### src/rtl/core/psmc_pkg.sv
// Shared types, widths and codes for the PS/2 mouse packet cursor block.
`timescale 1ns / 1ps

package psmc_pkg;

  localparam int BYTE_W         = 8;
  localparam int CFG_W          = 12;
  localparam int OUT_W          = 12;
  localparam int STATUS_W       = 2;
  localparam int COORD_BITS_DEF = 12;

  // Register indexes on the configuration port
  localparam logic CFG_MAX_X = 1'b0;
  localparam logic CFG_MAX_Y = 1'b1;

  localparam logic [CFG_W-1:0] MAX_X_RESET = 12'd800;
  localparam logic [CFG_W-1:0] MAX_Y_RESET = 12'd600;
  localparam int RESET_X = 400;
  localparam int RESET_Y = 300;

  // Result status codes
  localparam logic [STATUS_W-1:0] ST_MOVED    = 2'd0;
  localparam logic [STATUS_W-1:0] ST_OVERFLOW = 2'd1;
  localparam logic [STATUS_W-1:0] ST_REJECTED = 2'd2;

  // Packet byte bits
  localparam int START_BIT = 3;
  localparam int X_SIGN_BIT = 4;
  localparam int Y_SIGN_BIT = 5;
  localparam int X_OVF_BIT = 6;
  localparam int Y_OVF_BIT = 7;
  localparam int LEFT_BIT = 0;
  localparam int RIGHT_BIT = 1;

  // A complete packet offered by the framer
  typedef struct packed {
    logic              valid;
    logic [BYTE_W-1:0] first;
    logic [BYTE_W-1:0] second;
    logic [BYTE_W-1:0] last;
  } pkt_t;

endpackage

### src/rtl/core/psmc_framer.sv
// Input register and three-byte packet framing.
`timescale 1ns / 1ps

module psmc_framer (
  input  logic                      clk,
  input  logic                      rst,
  input  logic                      byte_valid,
  output logic                      byte_stall,
  input  logic [psmc_pkg::BYTE_W-1:0] data_byte,
  output psmc_pkg::pkt_t            pkt,
  input  logic                      pkt_take
);
  import psmc_pkg::*;

  localparam logic [1:0] IDX_START  = 2'd0;
  localparam logic [1:0] IDX_SECOND = 2'd1;
  localparam logic [1:0] IDX_THIRD  = 2'd2;

  logic              s1_valid;
  logic [BYTE_W-1:0] s1_byte;
  logic [1:0]        byte_index;
  logic [1:0]        byte_index_next;
  logic [BYTE_W-1:0] first_byte;
  logic [BYTE_W-1:0] second_byte;
  logic              s1_adv;
  logic              byte_accept;

  // A third byte waits for the result register; any other byte moves on at once
  assign s1_adv      = s1_valid && ((byte_index != IDX_THIRD) || pkt_take);
  assign byte_stall  = s1_valid && !s1_adv;
  assign byte_accept = byte_valid && !byte_stall;

  assign pkt.valid  = s1_valid && (byte_index == IDX_THIRD);
  assign pkt.first  = first_byte;
  assign pkt.second = second_byte;
  assign pkt.last   = s1_byte;

  always_comb begin
    unique case (byte_index)
      IDX_SECOND: byte_index_next = IDX_THIRD;
      IDX_THIRD:  byte_index_next = IDX_START;
      default:    byte_index_next = s1_byte[START_BIT] ? IDX_SECOND : IDX_START;
    endcase
  end

  always_ff @(posedge clk) begin
    if (rst) begin
      s1_valid   <= 1'b0;
      byte_index <= IDX_START;
    end else begin
      if (byte_accept) begin
        s1_valid <= 1'b1;
      end else if (s1_adv) begin
        s1_valid <= 1'b0;
      end
      if (s1_adv) begin
        byte_index <= byte_index_next;
      end
    end
  end

  always_ff @(posedge clk) begin
    if (byte_accept) begin
      s1_byte <= data_byte;
    end
    if (s1_adv) begin
      if (byte_index == IDX_SECOND) begin
        second_byte <= s1_byte;
      end else if (byte_index != IDX_THIRD && s1_byte[START_BIT]) begin
        first_byte <= s1_byte;
      end
    end
  end

endmodule

### src/rtl/core/psmc_cursor.sv
// Limit registers, cursor position update and result register.
`timescale 1ns / 1ps

module psmc_cursor #(
  parameter int COORD_BITS = psmc_pkg::COORD_BITS_DEF
) (
  input  logic                          clk,
  input  logic                          rst,
  input  logic                          cfg_wr_en,
  input  logic                          cfg_index,
  input  logic [psmc_pkg::CFG_W-1:0]    cfg_wdata,
  input  psmc_pkg::pkt_t                pkt,
  output logic                          pkt_take,
  output logic                          result_valid,
  input  logic                          result_stall,
  output logic [psmc_pkg::OUT_W-1:0]    cursor_x,
  output logic [psmc_pkg::OUT_W-1:0]    cursor_y,
  output logic                          left_button,
  output logic                          right_button,
  output logic [psmc_pkg::STATUS_W-1:0] packet_status
);
  import psmc_pkg::*;

  // Wide enough for a position plus or minus a 9-bit delta and a 12-bit limit
  localparam int SW = COORD_BITS + 4;
  localparam logic signed [SW-1:0] COORD_MAX = SW'((1 << COORD_BITS) - 1);

  logic [CFG_W-1:0]      max_x;
  logic [CFG_W-1:0]      max_y;
  logic [COORD_BITS-1:0] pos_x;
  logic [COORD_BITS-1:0] pos_y;

  logic signed [8:0]    dx;
  logic signed [8:0]    dy;
  logic signed [SW-1:0] pos_x_ext;
  logic signed [SW-1:0] pos_y_ext;
  logic signed [SW-1:0] nx;
  logic signed [SW-1:0] ny;
  logic signed [SW-1:0] max_x_ext;
  logic signed [SW-1:0] max_y_ext;
  logic signed [SW-1:0] lim_x;
  logic signed [SW-1:0] lim_y;
  logic signed [SW-1:0] cur_x;
  logic signed [SW-1:0] cur_y;
  logic                 overflow;
  logic                 outside;
  logic                 moved;
  logic [STATUS_W-1:0]  status;
  logic                 load;

  assign pkt_take = !result_valid || !result_stall;
  assign load     = pkt.valid && pkt_take;

  assign overflow = pkt.first[X_OVF_BIT] || pkt.first[Y_OVF_BIT];
  assign dx       = $signed({pkt.first[X_SIGN_BIT], pkt.second});
  assign dy       = $signed({pkt.first[Y_SIGN_BIT], pkt.last});

  assign pos_x_ext = $signed({4'b0000, pos_x});
  assign pos_y_ext = $signed({4'b0000, pos_y});
  assign nx        = pos_x_ext + SW'(dx);
  assign ny        = pos_y_ext - SW'(dy);

  assign max_x_ext = $signed({{(SW - CFG_W){1'b0}}, max_x});
  assign max_y_ext = $signed({{(SW - CFG_W){1'b0}}, max_y});
  assign lim_x     = (max_x_ext > COORD_MAX) ? COORD_MAX : max_x_ext;
  assign lim_y     = (max_y_ext > COORD_MAX) ? COORD_MAX : max_y_ext;

  assign outside = nx[SW-1] || ny[SW-1] || (nx > lim_x) || (ny > lim_y);
  assign moved   = !overflow && !outside;
  assign cur_x   = moved ? nx : pos_x_ext;
  assign cur_y   = moved ? ny : pos_y_ext;

  always_comb begin
    if (overflow) begin
      status = ST_OVERFLOW;
    end else if (outside) begin
      status = ST_REJECTED;
    end else begin
      status = ST_MOVED;
    end
  end

  always_ff @(posedge clk) begin
    if (rst) begin
      max_x <= MAX_X_RESET;
      max_y <= MAX_Y_RESET;
    end else if (cfg_wr_en) begin
      unique case (cfg_index)
        CFG_MAX_X: max_x <= cfg_wdata;
        CFG_MAX_Y: max_y <= cfg_wdata;
        default:   max_x <= max_x;
      endcase
    end
  end

  always_ff @(posedge clk) begin
    if (rst) begin
      pos_x        <= COORD_BITS'(RESET_X);
      pos_y        <= COORD_BITS'(RESET_Y);
      result_valid <= 1'b0;
    end else begin
      if (load) begin
        pos_x        <= cur_x[COORD_BITS-1:0];
        pos_y        <= cur_y[COORD_BITS-1:0];
        result_valid <= 1'b1;
      end else if (!result_stall) begin
        result_valid <= 1'b0;
      end
    end
  end

  // Payload of the result register
  always_ff @(posedge clk) begin
    if (load) begin
      cursor_x      <= cur_x[OUT_W-1:0];
      cursor_y      <= cur_y[OUT_W-1:0];
      left_button   <= pkt.first[LEFT_BIT];
      right_button  <= pkt.first[RIGHT_BIT];
      packet_status <= status;
    end
  end

endmodule

### src/rtl/core/ps2_mouse_packet_cursor_unit.sv
// Top level of the PS/2 mouse packet decoder with bounded cursor.
`timescale 1ns / 1ps

// Usage:
//   Mouse bytes arrive on the byte channel (byte_valid, byte_stall, data_byte)
//   and one result leaves on the result channel for each complete three-byte
//   packet (cursor_x, cursor_y, left_button, right_button, packet_status).
//   A packet starts only on a byte with bit 3 set; other bytes between packets
//   are dropped without a result.
//   Throughput: one byte per cycle while byte_stall is low. Each byte is taken
//   into an input register and is handled from there by a single add and
//   compare pass. The result of a packet is presented from a result register
//   loaded when its third byte leaves the input register. When the receiver
//   stalls, the result register holds; bytes that end no packet are still
//   taken, and byte_stall rises only once a third byte waits for the occupied
//   result register. Limit registers max_x (index 0) and max_y (index 1) are
//   written through cfg_wr_en, cfg_index and cfg_wdata; the user writes them
//   only while the block is idle, which the block itself does not enforce.
//   Reset (synchronous, active high) empties both registers, restarts the
//   packet framing, sets the cursor to 400, 300 and the limits to 800, 600.
module ps2_mouse_packet_cursor_unit #(
  parameter int COORD_BITS = psmc_pkg::COORD_BITS_DEF
) (
  input  logic                          clk,
  input  logic                          rst,
  input  logic                          cfg_wr_en,
  input  logic                          cfg_index,
  input  logic [psmc_pkg::CFG_W-1:0]    cfg_wdata,
  input  logic                          byte_valid,
  output logic                          byte_stall,
  input  logic [psmc_pkg::BYTE_W-1:0]   data_byte,
  output logic                          result_valid,
  input  logic                          result_stall,
  output logic [psmc_pkg::OUT_W-1:0]    cursor_x,
  output logic [psmc_pkg::OUT_W-1:0]    cursor_y,
  output logic                          left_button,
  output logic                          right_button,
  output logic [psmc_pkg::STATUS_W-1:0] packet_status
);
  import psmc_pkg::*;

  pkt_t pkt;
  logic pkt_take;

  psmc_framer u_framer (
    .clk        (clk),
    .rst        (rst),
    .byte_valid (byte_valid),
    .byte_stall (byte_stall),
    .data_byte  (data_byte),
    .pkt        (pkt),
    .pkt_take   (pkt_take)
  );

  psmc_cursor #(
    .COORD_BITS (COORD_BITS)
  ) u_cursor (
    .clk           (clk),
    .rst           (rst),
    .cfg_wr_en     (cfg_wr_en),
    .cfg_index     (cfg_index),
    .cfg_wdata     (cfg_wdata),
    .pkt           (pkt),
    .pkt_take      (pkt_take),
    .result_valid  (result_valid),
    .result_stall  (result_stall),
    .cursor_x      (cursor_x),
    .cursor_y      (cursor_y),
    .left_button   (left_button),
    .right_button  (right_button),
    .packet_status (packet_status)
  );

endmodule

### config.mk
export PLATFORM = sky130hd
export DESIGN_NAME = ps2_mouse_packet_cursor_unit
export DESIGN_NICKNAME = d
export VERILOG_FILES = /design/src/rtl/core/psmc_pkg.sv /design/src/rtl/core/psmc_framer.sv /design/src/rtl/core/psmc_cursor.sv /design/src/rtl/core/ps2_mouse_packet_cursor_unit.sv
export SDC_FILE = /design/constraint.sdc
export NUM_CORES = 1
export LEC_CHECK = 0
export BUFFER_PORTS_ARGS = -buffer_cell sky130_fd_sc_hd__buf_2
export CORE_MARGIN = 5
export CORE_UTILIZATION = 33
export DETAILED_ROUTE_END_ITERATION = 7
export REMOVE_ABC_BUFFERS = 1
export SYNTH_ARGS = -nofsm -noshare
export SYNTH_HDL_FRONTEND = slang
export SYNTH_SLANG_ARGS = --single-unit
export TNS_END_PERCENT = 50
### constraint.sdc
create_clock -name clk -period 9.25 [get_ports clk]
set_clock_uncertainty 0.15 [all_clocks]
set_input_delay 0.4625 -clock clk [delete_from_list [all_inputs] [get_ports clk]]
set_output_delay 0.4625 -clock clk [all_outputs]
set_load 0.1 [all_outputs]
==> impl_metrics.env <==
export IMPL_status="finished, final reports clean"
export IMPL_rsz0062_at_grt="false"
export IMPL_dieHeight_um=140
export IMPL_port_buffers=55
export IMPL_drt_iter0_drc=305
export IMPL_core_area_sq_um=16600
export IMPL_cts_inserted_buffers=9
export IMPL_routed_wl_um=14300
export IMPL_cts_tree="built"
export IMPL_fmax_mhz=179
export IMPL_startpoint_type="flip-flop"
export IMPL_grt_pass1_vias=4491
export IMPL_holdBufCountCts=0
export IMPL_slew_viol_final=0
export IMPL_max_cap_violations=0
export IMPL_finalNonFillerCells=829
export IMPL_place_congestion=0.825
export IMPL_async_flop_share=0
export IMPL_first_pass_iters=5
export IMPL_die_w_um=140
export IMPL_final_cell_mix="a21oi_1, buf_2, ha_1, dfxtp_1, nand2_1"
export IMPL_period_share=0.602
export IMPL_dp_final_hpwl_um=10300
export IMPL_crit_path_end_kind="flip-flop"
export IMPL_h_tree_depth=3
export IMPL_synthFlopType="dfxtp_1"
export IMPL_postCtsSetupRepairBufs=0
export IMPL_synth_area_sq_um=5620
export IMPL_nets=684
export IMPL_cp_top_family="compound AO/OA/AOI/OAI gates"
export IMPL_pre_cts_slack_ns=3.74
export IMPL_antenna_found_initial=0
export IMPL_synth_cells=561
export IMPL_critPathArrivalTime_ns=5.52
export IMPL_synth_cell_type_count=56
export IMPL_synth_warnings=0
export IMPL_vias=4435
export IMPL_grtUsageTotal=0.149
export IMPL_yosysTopAreaCell="edfxtp_1"
export IMPL_hold_violations=0
export IMPL_fp_row_count=47
export IMPL_clk_pin_slew_ns=0.07
export IMPL_placed_cells=813
export IMPL_wire_per_inst_um=17.3
export IMPL_final_setup_worst_slack_ns=3.68
export IMPL_fin_area_sq_um=6400
export IMPL_max_slew_margin_rel=0.189
export IMPL_cp_buffers_inverters=2
export IMPL_power_density_nw_per_um2=149
export IMPL_num_io_pins=56
export IMPL_tns_ns=0
export IMPL_avgViaCountPerCell=5.35
export IMPL_areaGrowthSynthToFinish_pct=14.0
export IMPL_tightestPinTransition_ns=1.22
export IMPL_drc_errors=0
export IMPL_clk_path_buf_depth=2
export IMPL_whs_ns=0.127
export IMPL_fillerInstances=1670
export IMPL_p_leak_nw=2.58
export IMPL_crit_required_ns=9.20
export IMPL_final_seq_area_sq_um=2540
export IMPL_ant_nets=0
export IMPL_cp_cell_sequence="ha_1, inv_1, fa_1, a211oi_1, o21ai_0, and2_1, or2_2, a21oi_1, xnor2_1, ha_1, o21ai_0, o21bai_1, a21o_1, a221oi_1, o22a_1, o21ai_1, nor3b_4, buf_4, mux2_1"
export IMPL_min_period_ns=5.57
export IMPL_cp_slowest_stage_delay_ns=0.73
export IMPL_synth_edf_count=50
export IMPL_diodes=0
export IMPL_avgSynthCellArea_sq_um=10.0
export IMPL_cts_resized=0
export IMPL_cp_max_fo=13
export IMPL_criticalPathCategory="reg2reg"
export IMPL_grt_pass1_wl_um=23300
export IMPL_cts_root_buf="clkbuf_16"
export IMPL_yosysSeqAreaShare=0.453
export IMPL_clock_latency_ns=0.36
export IMPL_grt_max_degree=38
export IMPL_place_area_sq_um=6110
export IMPL_die_area_sq_um=19700
export IMPL_drive_gt1_frac=0.146
export IMPL_ys_ff_latch=102
export IMPL_slowest_stage="nor3b_4"
export IMPL_start_util=0.337
export IMPL_vdd_drop_max_mv=0.103
export IMPL_multi_input_area_sq_um=2810
export IMPL_setup_viol=0
export IMPL_ys_top_cells_by_area="edfxtp_1, dfxtp_1, ha_1"
export IMPL_clock_sinks=102
export IMPL_grt_overflow_total=0
export IMPL_netlist_area_leader_share=0.267
export IMPL_min_path_type="in2reg"
worst paths after layout:
check	from	end	slack [ns]	cells after the start
worst min register to register	u_framer.first_byte[0]	u_cursor.left_button	0.29	0
worst max-delay path	u_framer.s1_byte[0]	u_cursor.cursor_x[4]	3.68	19
worst max register to register	u_framer.s1_byte[0]	u_cursor.cursor_x[4]	3.68	19
worst min-delay path	data_byte[5]	u_framer.s1_byte[5]	0.13	1
report_power, final:
group / switching, mW / internal [mW] / total [mW]
sequential: 0.00573 / 0.481 / 0.487
clock: 0.183 / 0.188 / 0.372
combinational: 0.0600 / 0.0353 / 0.0953
synthesized netlist by cell type, types with 3 or more instances:
| cell | number |
|---|---|
| o211ai_1 | 11 |
| xor2_1 | 5 |
| nor2_1 | 15 |
| mux2i_1 | 3 |
| a21o_1 | 10 |
| xnor2_1 | 10 |
| and4_1 | 4 |
| edfxtp_1 | 50 |
| nand3_1 | 6 |
| nor3_1 | 7 |
| o21a_1 | 7 |
| or2_2 | 3 |
| nand4_1 | 19 |
| dfxtp_1 | 52 |
| nand2_1 | 51 |
| o21bai_1 | 3 |
| a21oi_1 | 56 |
| and3_1 | 4 |
| mux2_2 | 4 |
| mux2_1 | 18 |
| and2_1 | 4 |
| a211oi_1 | 8 |
| a31oi_1 | 9 |
| nor2b_1 | 5 |
| inv_1 | 49 |
| clkbuf_1 | 22 |
| ha_1 | 52 |
| o21ai_0 | 32 |
| nand2b_1 | 7 |
logic make-up (layout without fill, tap and decap cells):
family	after synthesis	in the layout	share of synthesized area
mux	25	25	0.0495
simple gates	131	131	0.119
fa+ha+maj	54	54	0.123
xor+xnor	15	15	0.0234
buf+inv	76	124	0.0541
flops	102	102	0.453
compound gates	158	158	0.179
layer usage:
layer,GRT usage,share of wire,up-vias,wire (um)
met5,0,0,-,0
met4,0.0408,0.014,0,206
met3,0.0395,0.059,18,842
met2,0.268,0.52,151,7430
met1,0.175,0.41,2139,5840
li1,-,-,2127,-
worst reg2reg max path: cells and delay by family, from the launching register on:
family,cells,cell delay (ns)
AOI/OAI and AO/OA,9,1.69
and+or+nand+nor,3,1.19
adders and majority gates,3,0.91
buffers and inverters,2,0.43
DFF,1,0.38
muxes,1,0.37
xor gates and xnor gates,1,0.20
layout make-up:
class	instances	share of cell area
Clock buffer	9	0.0352
Clock inverter	7	0.00977
Inverter	49	0.0287
Multi-Input combinational cell	383	0.438
Sequential cell	102	0.397
Tap cell	220	0.0430
Timing Repair Buffer	59	0.0477
per-stage QoR:
step | total power [mW] | utilization
after floorplan | 0.556 | -
after global placement | 0.588 | 0.367
after detailed placement | 0.592 | 0.367
after CTS | 0.966 | 0.385
after global routing | 0.999 | 0.385
final | 0.954 | 0.385
flip-flops by register name, summed over array words and instances (netlist names):
signal	count
u_cursor.packet_status	2
u_cursor.cursor_x	12
u_framer.second_byte	8
u_cursor.result_valid	1
u_cursor.left_button	1
u_cursor.max_x	12
u_cursor.cursor_y	12
u_cursor.pos_y	12
u_framer.byte_index	2
u_cursor.pos_x	12
u_cursor.max_y	12
u_cursor.right_button	1
u_framer.s1_byte	8
u_framer.s1_valid	1
u_framer.first_byte	6
No activity file was read; power rests on OpenSTA's default activity.
